--- src/rtl/cpp_pkg.sv ---
package cpp_pkg;

	typedef enum logic [3:0] {
		ST_OK          = 4'd0,
		ST_SHORT       = 4'd1,
		ST_MAGIC       = 4'd2,
		ST_LENGTH      = 4'd3,
		ST_RATE        = 4'd4,
		ST_NO_CC       = 4'd5,
		ST_TC_SHORT    = 4'd6,
		ST_TC_MARKER   = 4'd7,
		ST_TC_HOURS    = 4'd8,
		ST_TC_MINUTES  = 4'd9,
		ST_TC_FRAMES   = 4'd10,
		ST_CC_SHORT    = 4'd11,
		ST_CC_MARKER   = 4'd12,
		ST_CC_RESERVED = 4'd13
	} cpp_status_t;

	typedef enum logic [1:0] {
		BK_IDLE,
		BK_READ,
		BK_SHOW
	} cpp_back_state_t;

	// byte offsets inside the packet
	localparam logic [7:0] POS_MAGIC_HI  = 8'd0;
	localparam logic [7:0] POS_MAGIC_LO  = 8'd1;
	localparam logic [7:0] POS_LENGTH    = 8'd2;
	localparam logic [7:0] POS_RATE      = 8'd3;
	localparam logic [7:0] POS_FLAGS     = 8'd4;
	localparam logic [7:0] POS_TC_MARKER = 8'd7;
	localparam logic [7:0] POS_TC_HOURS  = 8'd8;
	localparam logic [7:0] POS_TC_MIN    = 8'd9;
	localparam logic [7:0] POS_TC_SEC    = 8'd10;
	localparam logic [7:0] POS_TC_FRAMES = 8'd11;
	localparam logic [7:0] CC_START_TC   = 8'd12;
	localparam logic [7:0] CC_START_NOTC = 8'd7;
	localparam logic [7:0] MIN_LENGTH    = 8'd10;
	localparam logic [7:0] POS_MAX       = 8'd255;

	localparam logic [7:0] MAGIC_HI  = 8'h96;
	localparam logic [7:0] MAGIC_LO  = 8'h69;
	localparam logic [7:0] TC_MARKER = 8'h71;
	localparam logic [7:0] CC_MARKER = 8'h72;

	localparam logic [7:0] LEN_TC_MIN    = 8'd12;
	localparam logic [7:0] LEN_NOTC_MIN  = 8'd9;
	localparam logic [7:0] LEN_TC_FULL   = 8'd14;

	typedef struct packed {
		cpp_status_t status;
		logic [4:0]  count;
		logic [7:0]  rate;
		logic        tc_present;
		logic [5:0]  hours;
		logic [6:0]  minutes;
		logic [6:0]  seconds;
		logic [5:0]  frames;
		logic        second_field;
		logic        drop_frame;
		logic        bank;
	} cpp_desc_t;

	// tens * 10 + units
	function automatic logic [6:0] bcd_value(logic [2:0] tens, logic [3:0] units);
		logic [6:0] t;
		t = {4'd0, tens};
		return (t << 3) + (t << 1) + {3'd0, units};
	endfunction

endpackage

--- src/rtl/cpp_desc_fifo.sv ---
module cpp_desc_fifo (
	input  logic                clk,
	input  logic                arst_n,
	input  logic                push,
	input  cpp_pkg::cpp_desc_t  push_desc,
	input  logic                pop,
	output cpp_pkg::cpp_desc_t  head,
	output logic                full,
	output logic                empty
);

	cpp_pkg::cpp_desc_t entry_q [2];
	logic               wr_ptr_q;
	logic               rd_ptr_q;
	logic [1:0]         cnt_q;

	assign full  = (cnt_q == 2'd2);
	assign empty = (cnt_q == 2'd0);
	assign head  = entry_q[rd_ptr_q];

	always_ff @(posedge clk) begin
		if (push) begin
			entry_q[wr_ptr_q] <= push_desc;
		end
	end

	always_ff @(posedge clk or negedge arst_n) begin
		if (!arst_n) begin
			wr_ptr_q <= 1'b0;
			rd_ptr_q <= 1'b0;
			cnt_q    <= 2'd0;
		end else begin
			if (push) begin
				wr_ptr_q <= ~wr_ptr_q;
			end
			if (pop) begin
				rd_ptr_q <= ~rd_ptr_q;
			end
			if (push && !pop) begin
				cnt_q <= cnt_q + 2'd1;
			end else if (pop && !push) begin
				cnt_q <= cnt_q - 2'd1;
			end
		end
	end

endmodule

--- src/rtl/cpp_front.sv ---
module cpp_front #(
	parameter int MAX_TRIPLETS = 31,
	parameter int TW           = $clog2(MAX_TRIPLETS + 1)
) (
	input  logic                clk,
	input  logic                arst_n,
	input  logic                byte_valid,
	output logic                byte_stall,
	input  logic [7:0]          packet_byte,
	input  logic                final_byte,
	input  logic                fifo_full,
	output logic                push,
	output cpp_pkg::cpp_desc_t  push_desc,
	output logic                wr_en,
	output logic [TW:0]         wr_addr,
	output logic [23:0]         wr_data
);

	localparam logic [4:0] MAX_CNT = 5'(MAX_TRIPLETS);

	logic [7:0]           pos_q, pos_n;
	logic [7:0]           hlen_q, hlen_n;
	cpp_pkg::cpp_status_t err_q, err_n;
	logic [7:0]           flags_q, flags_n;
	logic [7:0]           rate_q, rate_n;
	logic [4:0]           exp_q, exp_n;
	logic [15:0]          part_q, part_n;
	logic                 magic_q, magic_n;
	logic [4:0]           tidx_q, tidx_n;
	logic [1:0]           phase_q, phase_n;
	logic                 bank_q, bank_n;
	logic [5:0]           hours_q, hours_n;
	logic [6:0]           min_q, min_n;
	logic [6:0]           sec_q, sec_n;
	logic [5:0]           frames_q, frames_n;
	logic                 sfield_q, sfield_n;
	logic                 drop_q, drop_n;

	logic                 acc;
	logic                 tc;
	logic [7:0]           cc_start;
	logic [8:0]           h9;
	logic [8:0]           need;
	logic [8:0]           cnt3;
	logic [6:0]           bcd_tmp;
	cpp_pkg::cpp_status_t fin_status;

	always_comb begin
		acc        = byte_valid && !fifo_full;
		byte_stall = fifo_full;

		pos_n    = pos_q;
		hlen_n   = hlen_q;
		err_n    = err_q;
		flags_n  = flags_q;
		rate_n   = rate_q;
		exp_n    = exp_q;
		part_n   = part_q;
		magic_n  = magic_q;
		tidx_n   = tidx_q;
		phase_n  = phase_q;
		bank_n   = bank_q;
		hours_n  = hours_q;
		min_n    = min_q;
		sec_n    = sec_q;
		frames_n = frames_q;
		sfield_n = sfield_q;
		drop_n   = drop_q;

		wr_en    = 1'b0;
		wr_addr  = {bank_q, tidx_q[TW-1:0]};
		wr_data  = {part_q, packet_byte};
		push     = 1'b0;
		push_desc = '0;
		fin_status = cpp_pkg::ST_OK;

		tc       = flags_q[7];
		cc_start = tc ? cpp_pkg::CC_START_TC : cpp_pkg::CC_START_NOTC;
		h9       = {1'b0, hlen_q};
		need     = {1'b0, cc_start} + 9'd2;
		cnt3     = {3'd0, packet_byte[4:0], 1'b0} + {4'd0, packet_byte[4:0]};
		bcd_tmp  = '0;

		if (pos_q == cpp_pkg::POS_MAGIC_HI) begin
			magic_n = (packet_byte == cpp_pkg::MAGIC_HI);
		end else if (pos_q == cpp_pkg::POS_MAGIC_LO) begin
			magic_n = magic_q && (packet_byte == cpp_pkg::MAGIC_LO);
		end else if (pos_q == cpp_pkg::POS_LENGTH) begin
			hlen_n = packet_byte;
		end else if (pos_q == cpp_pkg::POS_RATE) begin
			rate_n = packet_byte;
			if (!(packet_byte[3:0] == 4'hf && packet_byte[7:4] >= 4'd1
					&& packet_byte[7:4] <= 4'd8) && err_q == cpp_pkg::ST_OK) begin
				err_n = cpp_pkg::ST_RATE;
			end
		end else if (pos_q == cpp_pkg::POS_FLAGS) begin
			flags_n = packet_byte;
			if (err_q == cpp_pkg::ST_OK) begin
				if (!packet_byte[6]) begin
					err_n = cpp_pkg::ST_NO_CC;
				end else if (packet_byte[7]) begin
					if (hlen_q < cpp_pkg::LEN_TC_MIN) begin
						err_n = cpp_pkg::ST_TC_SHORT;
					end
				end else if (hlen_q < cpp_pkg::LEN_NOTC_MIN) begin
					err_n = cpp_pkg::ST_CC_SHORT;
				end
			end
		end else if (err_q == cpp_pkg::ST_OK) begin
			if (tc && pos_q >= cpp_pkg::POS_TC_MARKER && pos_q <= cpp_pkg::POS_TC_FRAMES) begin
				if (pos_q == cpp_pkg::POS_TC_MARKER) begin
					if (packet_byte != cpp_pkg::TC_MARKER) begin
						err_n = cpp_pkg::ST_TC_MARKER;
					end
				end else if (pos_q == cpp_pkg::POS_TC_HOURS) begin
					if (packet_byte[7:6] != 2'b11) begin
						err_n = cpp_pkg::ST_TC_HOURS;
					end else begin
						bcd_tmp = cpp_pkg::bcd_value({1'b0, packet_byte[5:4]},
							packet_byte[3:0]);
						hours_n = bcd_tmp[5:0];
					end
				end else if (pos_q == cpp_pkg::POS_TC_MIN) begin
					if (!packet_byte[7]) begin
						err_n = cpp_pkg::ST_TC_MINUTES;
					end else begin
						min_n = cpp_pkg::bcd_value(packet_byte[6:4], packet_byte[3:0]);
					end
				end else if (pos_q == cpp_pkg::POS_TC_SEC) begin
					sec_n    = cpp_pkg::bcd_value(packet_byte[6:4], packet_byte[3:0]);
					sfield_n = packet_byte[7];
				end else begin
					if (packet_byte[6]) begin
						err_n = cpp_pkg::ST_TC_FRAMES;
					end else begin
						bcd_tmp  = cpp_pkg::bcd_value({1'b0, packet_byte[5:4]},
							packet_byte[3:0]);
						frames_n = bcd_tmp[5:0];
						drop_n   = packet_byte[7];
						if (hlen_q < cpp_pkg::LEN_TC_FULL) begin
							err_n = cpp_pkg::ST_CC_SHORT;
						end
					end
				end
			end else if (pos_q == cc_start) begin
				if (packet_byte != cpp_pkg::CC_MARKER) begin
					err_n = cpp_pkg::ST_CC_MARKER;
				end
			end else if (pos_q == cc_start + 8'd1) begin
				if (packet_byte[7:5] != 3'b111) begin
					err_n = cpp_pkg::ST_CC_RESERVED;
				end else if (h9 < need || (h9 - need) < cnt3) begin
					err_n = cpp_pkg::ST_CC_SHORT;
				end else begin
					exp_n = packet_byte[4:0];
				end
			end else if (pos_q >= cc_start + 8'd2 && tidx_q < exp_q) begin
				// assemble triplet, written to the store on its third byte
				if (phase_q == 2'd2) begin
					wr_en   = ({1'b0, tidx_q} < {1'b0, MAX_CNT});
					phase_n = 2'd0;
					tidx_n  = tidx_q + 5'd1;
				end else begin
					part_n  = {part_q[7:0], packet_byte};
					phase_n = phase_q + 2'd1;
				end
			end
		end

		if (acc && final_byte) begin
			if (pos_q < cpp_pkg::MIN_LENGTH) begin
				fin_status = cpp_pkg::ST_SHORT;
			end else if (!magic_q) begin
				fin_status = cpp_pkg::ST_MAGIC;
			end else if (pos_q == cpp_pkg::POS_MAX || h9 != {1'b0, pos_q} + 9'd1) begin
				fin_status = cpp_pkg::ST_LENGTH;
			end else begin
				fin_status = err_n;
			end

			push = 1'b1;
			push_desc.status = fin_status;
			push_desc.bank   = bank_q;
			if (fin_status == cpp_pkg::ST_OK) begin
				push_desc.count      = (exp_n > MAX_CNT) ? MAX_CNT : exp_n;
				push_desc.rate       = rate_q;
				push_desc.tc_present = tc;
				if (tc) begin
					push_desc.hours        = hours_n;
					push_desc.minutes      = min_n;
					push_desc.seconds      = sec_n;
					push_desc.frames       = frames_n;
					push_desc.second_field = sfield_n;
					push_desc.drop_frame   = drop_n;
				end
			end

			pos_n    = '0;
			hlen_n   = '0;
			err_n    = cpp_pkg::ST_OK;
			flags_n  = '0;
			rate_n   = '0;
			exp_n    = '0;
			magic_n  = 1'b0;
			tidx_n   = '0;
			phase_n  = '0;
			hours_n  = '0;
			min_n    = '0;
			sec_n    = '0;
			frames_n = '0;
			sfield_n = 1'b0;
			drop_n   = 1'b0;
			bank_n   = ~bank_q;
		end else begin
			pos_n = (pos_q == cpp_pkg::POS_MAX) ? cpp_pkg::POS_MAX : pos_q + 8'd1;
		end

		if (!acc) begin
			wr_en = 1'b0;
		end
	end

	always_ff @(posedge clk) begin
		if (acc) begin
			part_q <= part_n;
		end
	end

	always_ff @(posedge clk or negedge arst_n) begin
		if (!arst_n) begin
			pos_q    <= '0;
			hlen_q   <= '0;
			err_q    <= cpp_pkg::ST_OK;
			flags_q  <= '0;
			rate_q   <= '0;
			exp_q    <= '0;
			magic_q  <= 1'b0;
			tidx_q   <= '0;
			phase_q  <= '0;
			bank_q   <= 1'b0;
			hours_q  <= '0;
			min_q    <= '0;
			sec_q    <= '0;
			frames_q <= '0;
			sfield_q <= 1'b0;
			drop_q   <= 1'b0;
		end else if (acc) begin
			pos_q    <= pos_n;
			hlen_q   <= hlen_n;
			err_q    <= err_n;
			flags_q  <= flags_n;
			rate_q   <= rate_n;
			exp_q    <= exp_n;
			magic_q  <= magic_n;
			tidx_q   <= tidx_n;
			phase_q  <= phase_n;
			bank_q   <= bank_n;
			hours_q  <= hours_n;
			min_q    <= min_n;
			sec_q    <= sec_n;
			frames_q <= frames_n;
			sfield_q <= sfield_n;
			drop_q   <= drop_n;
		end
	end

endmodule

--- src/rtl/cpp_back.sv ---
module cpp_back #(
	parameter int MAX_TRIPLETS = 31,
	parameter int TW           = $clog2(MAX_TRIPLETS + 1)
) (
	input  logic                clk,
	input  logic                arst_n,
	input  logic                wr_en,
	input  logic [TW:0]         wr_addr,
	input  logic [23:0]         wr_data,
	input  logic                fifo_empty,
	input  cpp_pkg::cpp_desc_t  head,
	output logic                pop,
	output logic                result_valid,
	input  logic                result_stall,
	output logic [3:0]          status,
	output logic [23:0]         cc_triplet,
	output logic [4:0]          triplet_count,
	output logic [7:0]          rate_code,
	output logic                timecode_present,
	output logic [5:0]          tc_hours,
	output logic [6:0]          tc_minutes,
	output logic [6:0]          tc_seconds,
	output logic [5:0]          tc_frames,
	output logic                second_field,
	output logic                drop_frame,
	output logic                last_result
);

	localparam int DEPTH = 2 << TW;

	// two banks: one filled by the parser while the other drains
	logic [23:0] store_mem [DEPTH];
	logic [23:0] rd_data_q;
	logic [TW:0] rd_addr;

	cpp_pkg::cpp_back_state_t state_q, state_n;
	logic [4:0]  idx_q, idx_n;
	logic [4:0]  idx_inc;
	logic        is_last;
	logic        load;
	logic        valid_q, valid_n;

	cpp_pkg::cpp_desc_t out_q;
	logic [23:0] trip_q;
	logic        last_q;

	always_ff @(posedge clk) begin
		if (wr_en) begin
			store_mem[wr_addr] <= wr_data;
		end
		rd_data_q <= store_mem[rd_addr];
	end

	always_ff @(posedge clk or negedge arst_n) begin
		if (!arst_n) begin
			state_q <= cpp_pkg::BK_IDLE;
			idx_q   <= '0;
			valid_q <= 1'b0;
		end else begin
			state_q <= state_n;
			idx_q   <= idx_n;
			valid_q <= valid_n;
		end
	end

	always_comb begin
		state_n = state_q;
		idx_n   = idx_q;
		valid_n = valid_q;
		pop     = 1'b0;
		load    = 1'b0;
		idx_inc = idx_q + 5'd1;
		is_last = (head.count == 5'd0) || ({1'b0, idx_inc} >= {1'b0, head.count});
		rd_addr = {head.bank, idx_q[TW-1:0]};

		unique case (state_q)
			cpp_pkg::BK_IDLE: begin
				if (!fifo_empty) begin
					state_n = cpp_pkg::BK_READ;
				end
			end
			cpp_pkg::BK_READ: begin
				load    = 1'b1;
				valid_n = 1'b1;
				state_n = cpp_pkg::BK_SHOW;
			end
			cpp_pkg::BK_SHOW: begin
				if (!result_stall) begin
					valid_n = 1'b0;
					if (last_q) begin
						pop     = 1'b1;
						idx_n   = '0;
						state_n = cpp_pkg::BK_IDLE;
					end else begin
						idx_n   = idx_inc;
						rd_addr = {head.bank, idx_inc[TW-1:0]};
						state_n = cpp_pkg::BK_READ;
					end
				end
			end
			default: begin
				state_n = cpp_pkg::BK_IDLE;
			end
		endcase
	end

	always_ff @(posedge clk) begin
		if (load) begin
			out_q  <= head;
			trip_q <= (head.count == 5'd0) ? 24'd0 : rd_data_q;
			last_q <= is_last;
		end
	end

	assign result_valid     = valid_q;
	assign status           = out_q.status;
	assign cc_triplet       = trip_q;
	assign triplet_count    = out_q.count;
	assign rate_code        = out_q.rate;
	assign timecode_present = out_q.tc_present;
	assign tc_hours         = out_q.hours;
	assign tc_minutes       = out_q.minutes;
	assign tc_seconds       = out_q.seconds;
	assign tc_frames        = out_q.frames;
	assign second_field     = out_q.second_field;
	assign drop_frame       = out_q.drop_frame;
	assign last_result      = last_q;

endmodule

--- src/rtl/caption_packet_parser.sv ---
// Caption distribution packet parser.
// Input channel: one packet byte per transaction (packet_byte, final_byte on
// the last byte), handshake byte_valid / byte_stall. Bytes are taken one per
// cycle while byte_stall is low; the header, time code and cc_data sections
// are checked on the fly; caption triplets go into a two-bank triplet store.
// Output channel: result_valid / result_stall. A packet yields one status
// transaction on error or on success without triplets, otherwise one
// transaction per triplet; last_result marks the final one.
// The summary of a finished packet enters the queue; the output side then
// reads the triplet store (registered) and loads the output register.
// result_valid drops between results while the next triplet is read.
// A packet summary waits in a two-entry queue, so the parser takes the next
// packet while the previous one drains; byte_stall rises only when two
// finished packets are still waiting to be delivered.
// Output stall holds the current result and never affects parsing until the
// queue fills. Reset clears all packet state and the queue; the triplet
// store needs no clearing.
module caption_packet_parser #(
	parameter int MAX_TRIPLETS = 31
) (
	input  logic        clk,
	input  logic        arst_n,
	input  logic        byte_valid,
	output logic        byte_stall,
	input  logic [7:0]  packet_byte,
	input  logic        final_byte,
	output logic        result_valid,
	input  logic        result_stall,
	output logic [3:0]  status,
	output logic [23:0] cc_triplet,
	output logic [4:0]  triplet_count,
	output logic [7:0]  rate_code,
	output logic        timecode_present,
	output logic [5:0]  tc_hours,
	output logic [6:0]  tc_minutes,
	output logic [6:0]  tc_seconds,
	output logic [5:0]  tc_frames,
	output logic        second_field,
	output logic        drop_frame,
	output logic        last_result
);

	localparam int TW = $clog2(MAX_TRIPLETS + 1);

	logic               fifo_full;
	logic               fifo_empty;
	logic               push;
	logic               pop;
	cpp_pkg::cpp_desc_t push_desc;
	cpp_pkg::cpp_desc_t head;
	logic               wr_en;
	logic [TW:0]        wr_addr;
	logic [23:0]        wr_data;

	cpp_front #(
		.MAX_TRIPLETS(MAX_TRIPLETS),
		.TW(TW)
	) u_front (
		.clk        (clk),
		.arst_n     (arst_n),
		.byte_valid (byte_valid),
		.byte_stall (byte_stall),
		.packet_byte(packet_byte),
		.final_byte (final_byte),
		.fifo_full  (fifo_full),
		.push       (push),
		.push_desc  (push_desc),
		.wr_en      (wr_en),
		.wr_addr    (wr_addr),
		.wr_data    (wr_data)
	);

	cpp_desc_fifo u_fifo (
		.clk      (clk),
		.arst_n   (arst_n),
		.push     (push),
		.push_desc(push_desc),
		.pop      (pop),
		.head     (head),
		.full     (fifo_full),
		.empty    (fifo_empty)
	);

	cpp_back #(
		.MAX_TRIPLETS(MAX_TRIPLETS),
		.TW(TW)
	) u_back (
		.clk             (clk),
		.arst_n          (arst_n),
		.wr_en           (wr_en),
		.wr_addr         (wr_addr),
		.wr_data         (wr_data),
		.fifo_empty      (fifo_empty),
		.head            (head),
		.pop             (pop),
		.result_valid    (result_valid),
		.result_stall    (result_stall),
		.status          (status),
		.cc_triplet      (cc_triplet),
		.triplet_count   (triplet_count),
		.rate_code       (rate_code),
		.timecode_present(timecode_present),
		.tc_hours        (tc_hours),
		.tc_minutes      (tc_minutes),
		.tc_seconds      (tc_seconds),
		.tc_frames       (tc_frames),
		.second_field    (second_field),
		.drop_frame      (drop_frame),
		.last_result     (last_result)
	);

endmodule

--- config.mk ---
export PLATFORM = sky130hd
export DESIGN_NAME = caption_packet_parser
export DESIGN_NICKNAME = d
export VERILOG_FILES = /design/src/rtl/cpp_pkg.sv /design/src/rtl/cpp_desc_fifo.sv /design/src/rtl/cpp_front.sv /design/src/rtl/cpp_back.sv /design/src/rtl/caption_packet_parser.sv
export SDC_FILE = /design/constraint.sdc
export NUM_CORES = 2
export LEC_CHECK = 0
export ABC_AREA = 1
export BUFFER_PORTS_ARGS = -buffer_cell sky130_fd_sc_hd__buf_2
export CAP_MARGIN = 20
export CELL_PAD_IN_SITES_DETAIL_PLACEMENT = 0
export CELL_PAD_IN_SITES_GLOBAL_PLACEMENT = 2
export CORE_UTILIZATION = 49
export DETAILED_ROUTE_END_ITERATION = 10
export GPL_TIMING_DRIVEN = 0
export PLACE_DENSITY_LB_ADDON = 0.1
export SYNTH_ARGS = -nofsm -noshare
export SYNTH_HDL_FRONTEND = slang
export SYNTH_SLANG_ARGS = --single-unit
export TNS_END_PERCENT = 20
--- constraint.sdc ---
create_clock -name clk -period 8.64 [get_ports clk]
set_clock_uncertainty 0.05 [all_clocks]
set_input_delay 0.432 -clock clk [delete_from_list [all_inputs] [get_ports clk]]
set_output_delay 0.432 -clock clk [all_outputs]
set_load 0.02 [all_outputs]
==> results.md <==
* All-Layer GR Usage at 34.19%
* CTS tree: yes
* Clock power frac at 27.8%
* Final TNS setup at 0 ns
* CP max FO at 10
* # Post-CTS Setup Buffers at 0
* Hold_sp: packet_byte[6]
* Internal Power at 17.14 mW
* WS Path Type: register to register
* Req. time, crit path at 9.28 ns
* Synth Warn # at 0
* Port buffer count at 85
* Ratio of cells with drive above 1 in the final layout at 10.37%
* CTS Hold Buffers Added at 6
* Final Cell Area at 86250 sq um
* Vias/cell at 6.184
* H-tree depth at 4
* Comb power frac at 37.0%
* Post-CTS sizing at 0
* Vias at 50440
* Number of remaining DRC errors at 0
* Sequential power share at 35.3%
* Crit. End Element: register
* Slew Viols, Final at 0
* P_sw at 11.75 mW
* Seq/Total Area, Yosys at 73.46%
* Worst EP arrival at 5.70 ns
* Worst R2R Path Depth at 16
* Core region area at 148500 sq um
* Die H at 389.7 um
* Clock latency on the worst-skew pair at 0.83 ns
* HP Class: input pin to register
* Endpoint, Worst Hold: u_back.store_mem[10][6]$_DFFE_PP_
* Final setup fails at 0
* Max Cap Violations at 0
* Slew of the pin with the lowest slew margin at 1.281 ns
* Fin nets at 6061
* Routed WL at 261000 um
* Initial antenna violation count at 16
* Post-Syn Area at 73670 sq um
* Number of flops mapped to enable cells by yosys at 1717
* FP Rows at 141
* TritonCTS buffer count at 188
* Vias in the first global route at 47530
* GPL Wtd Cong at 0.9922
* Grt total ovfl at 0
* Top_reg_cell synth: edfxtp_1
* Post-Syn Instances at 5540
* Max Freq at 0.1974 GHz
* Fill cells at 12160
* Layout area overhead at 17.09%
* Initial Utilization at 49.59%
* Root Buffer: clkbuf_16
* Reg-to-reg critical path startpoint: u_back.state_q[1]$_DFFE_PN0P_
* Clk buf depth at 3
* DP Wirelength at 181300 um
* Pwr per Cell Area at 335.0 nW/um^2
* Die area at 151900 sq um
* Seq cells post-synth at 1824
* Remaining antenna violation count at 0
* RSZ-0062 raised after global routing: false
* Die W at 389.7 um
* Post-Syn Area per Cell at 13.30 sq um
* CP Launch Type: register
* Leakage at 28.43 nW
* Clock slew at reported path FFs at 0.06 ns
* First-pass GRT wire length at 361500 um
* Final Cycle Share at 58.62%
* DRT Pass-1 Iters at 6
* Largest net degree at the start of global routing at 67
* DP Area at 80130 sq um
* Yosys cell types at 49
* Initial drt markers at 7202
* Final hold violations at 0
* Boundary pin count at 86
* Hold-critical path depth at 1
* Tmin final at 5.065 ns
* VDD IR max at 298.5 uV
* Clock sink count at 1824
* Wire per inst at 32.00 um
* Relative slew slack at 14.60%
* FFs w/ async S/R, synth at 4.550%
* Reg2reg setup slack at 3.57 ns
* Status: complete, no violations
* R2r endpoint: u_back.rd_data_q[15]$_DFF_P_
* Net Sw Frac at 40.69%
## final cells by class
type	instances	area (sq um)	share of cell area, %
tap	2002	2505	2.904
multi-input combinational	3208	18020	20.89
clock buffer	253	5155	5.976
inverter	184	690.7	0.8007
timing repair buffer	222	3383	3.922
sequential	1824	54120	62.74
antenna	3	7.507	0.008704
clock inverter	90	864.6	1.002
buffer	371	1515	1.757
## kinds of logic (layout without fill, tap and decap cells)
| kind of cell | after synthesis | count (layout) | share of synthesized area [%] |
|---|---|---|---|
| compound gates | 1495 | 1495 | 13.49 |
| xor+xnor | 25 | 25 | 0.2972 |
| fa+ha+maj | 49 | 49 | 0.8832 |
| buf+inv | 555 | 1120 | 2.991 |
| flops | 1824 | 1824 | 73.46 |
| mux | 2 | 2 | 0.02887 |
| other cells | 1 | 51 | 0.005090 |
| simple gates | 1589 | 1589 | 8.847 |
## stage by stage
stage | power, mW | cells | hold WS [ns] | setup WS, ns | util (%)
after global routing | 29.66 | 8154 | 0.03049 | 3.532 | 58.06
after floorplan | 15.71 | 5587 | 0.08641 | 4.676 | -
after global placement | 20.58 | 7674 | 0.4139 | 1.490 | 51.68
after detailed placement | 20.68 | 7802 | 0.4242 | 3.850 | 53.94
final | 28.89 | 8157 | 0.04670 | 3.575 | 58.07
after CTS | 28.61 | 8151 | 0.001333 | 3.829 | 58.04
## per-layer routing
metal | track usage, % | vias up | routed length, um
li1 | - | 21600 | -
met1 | 48.29 | 25540 | 104900
met2 | 51.20 | 2851 | 116100
met3 | 7.804 | 450 | 28420
met4 | 14.14 | 2 | 11580
met5 | 0 | - | 13
## placed cells by master, fill, tap and decap left out, drive strengths merged, types with 16 or more instances in the layout
cell       n
a21oi     34
buf      309
clkbuf   531
clkinv    74
conb      48
dfrtp     83
dfxtp     24
edfxtp  1717
ha        44
inv      187
nand2    353
nand3    199
nand4     16
nor2     988
nor3      16
o211ai   193
o21ai    494
o21bai   360
o221ai   192
o22ai    189
o32ai     24
xor2      21
## state kept, by name, indices dropped and copies added, names as in the netlist, 8 cells and up
name,flops
u_front.rate_q,8
u_front.hlen_q,8
u_front.part_q,16
u_back.rd_data_q,24
u_back.cc_triplet,24
u_back.store_mem,1536
u_fifo.entry_q,94
u_back.rate_code,8
u_front.pos_q,8
## critical path, stage by stage, from the launching register on
cell	delay, ns
dfrtp_1	0.43
inv_2	0.08
nor2_2	0.04
nand2_1	0.18
inv_1	0.16
nand2_1	0.09
nand2_1	0.20
inv_1	0.16
buf_2	0.40
buf_2	0.63
clkbuf_1	0.92
nor2_1	0.08
o221ai_1	0.30
o211ai_1	0.28
nand3_1	0.41
nand3_1	0.12
nand2_1	0.36
## power groups by stage
| stage | logic (mW) | clock network (mW) | registers [mW] |
|---|---|---|---|
| finish | 10.7 | 8.02 | 10.2 |
| global route | 11.1 | 8.37 | 10.2 |
| CTS | 10.3 | 8.07 | 10.2 |
| detailed placement | 10.3 | 0 | 10.4 |
| global placement | 10.2 | 0 | 10.4 |
| floorplan | 5.19 | 0 | 10.5 |
## worst max-delay path by stage
| stage | startpoint | end | slack, ns | depth (start not counted) |
|---|---|---|---|---|
| 2_1_floorplan | u_back.state_q[0]$_DFFE_PN0P_ | u_back.cc_triplet[0]$_SDFFCE_PP0P_ | 4.68 | 2 |
| 3_3_place_gp | byte_valid | u_fifo.entry_q[0][16]$_DFFE_PP_ | 1.49 | 6 |
| 5_1_grt | u_back.state_q[1]$_DFFE_PN0P_ | u_back.rd_data_q[7]$_DFF_P_ | 3.53 | 14 |
| 4_1_cts | u_back.state_q[1]$_DFFE_PN0P_ | u_back.rd_data_q[7]$_DFF_P_ | 3.83 | 14 |
| 6_report | u_back.state_q[1]$_DFFE_PN0P_ | u_back.rd_data_q[15]$_DFF_P_ | 3.57 | 16 |
| 3_5_place_dp | u_back.state_q[1]$_DFFE_PN0P_ | u_back.rd_data_q[7]$_DFF_P_ | 3.85 | 14 |
## Yosys cell counts (all sizes together) (2+ instances only)
library cell  number  area [sq um]
clkinv             2         7.510
nor2             988          3806
nand3            199          1033
o22ai            189          1182
dfxtp             24         480.5
or2                7         43.79
nand2            353          1330
a211oi             2         15.01
dfrtp             83          2077
a21oi             34         170.2
nor4               5         73.82
o211ai           193          1449
o21ai            494          2472
o32ai             24         210.2
nor3              16         90.09
xor2              21         183.9
fa                 5         100.1
inv              182         683.2
xnor2              4         35.03
nand3b             2         15.01
clkbuf           278          1044
nand4             16         106.4
buf               93         469.2
and2               3         18.77
edfxtp          1717         51560
o21bai           360          2703
o21a               3         22.52
o221ai           192          1682
o31ai              2         15.01
ha                44         550.5
Note: power is estimated with default switching activity, not from simulation.
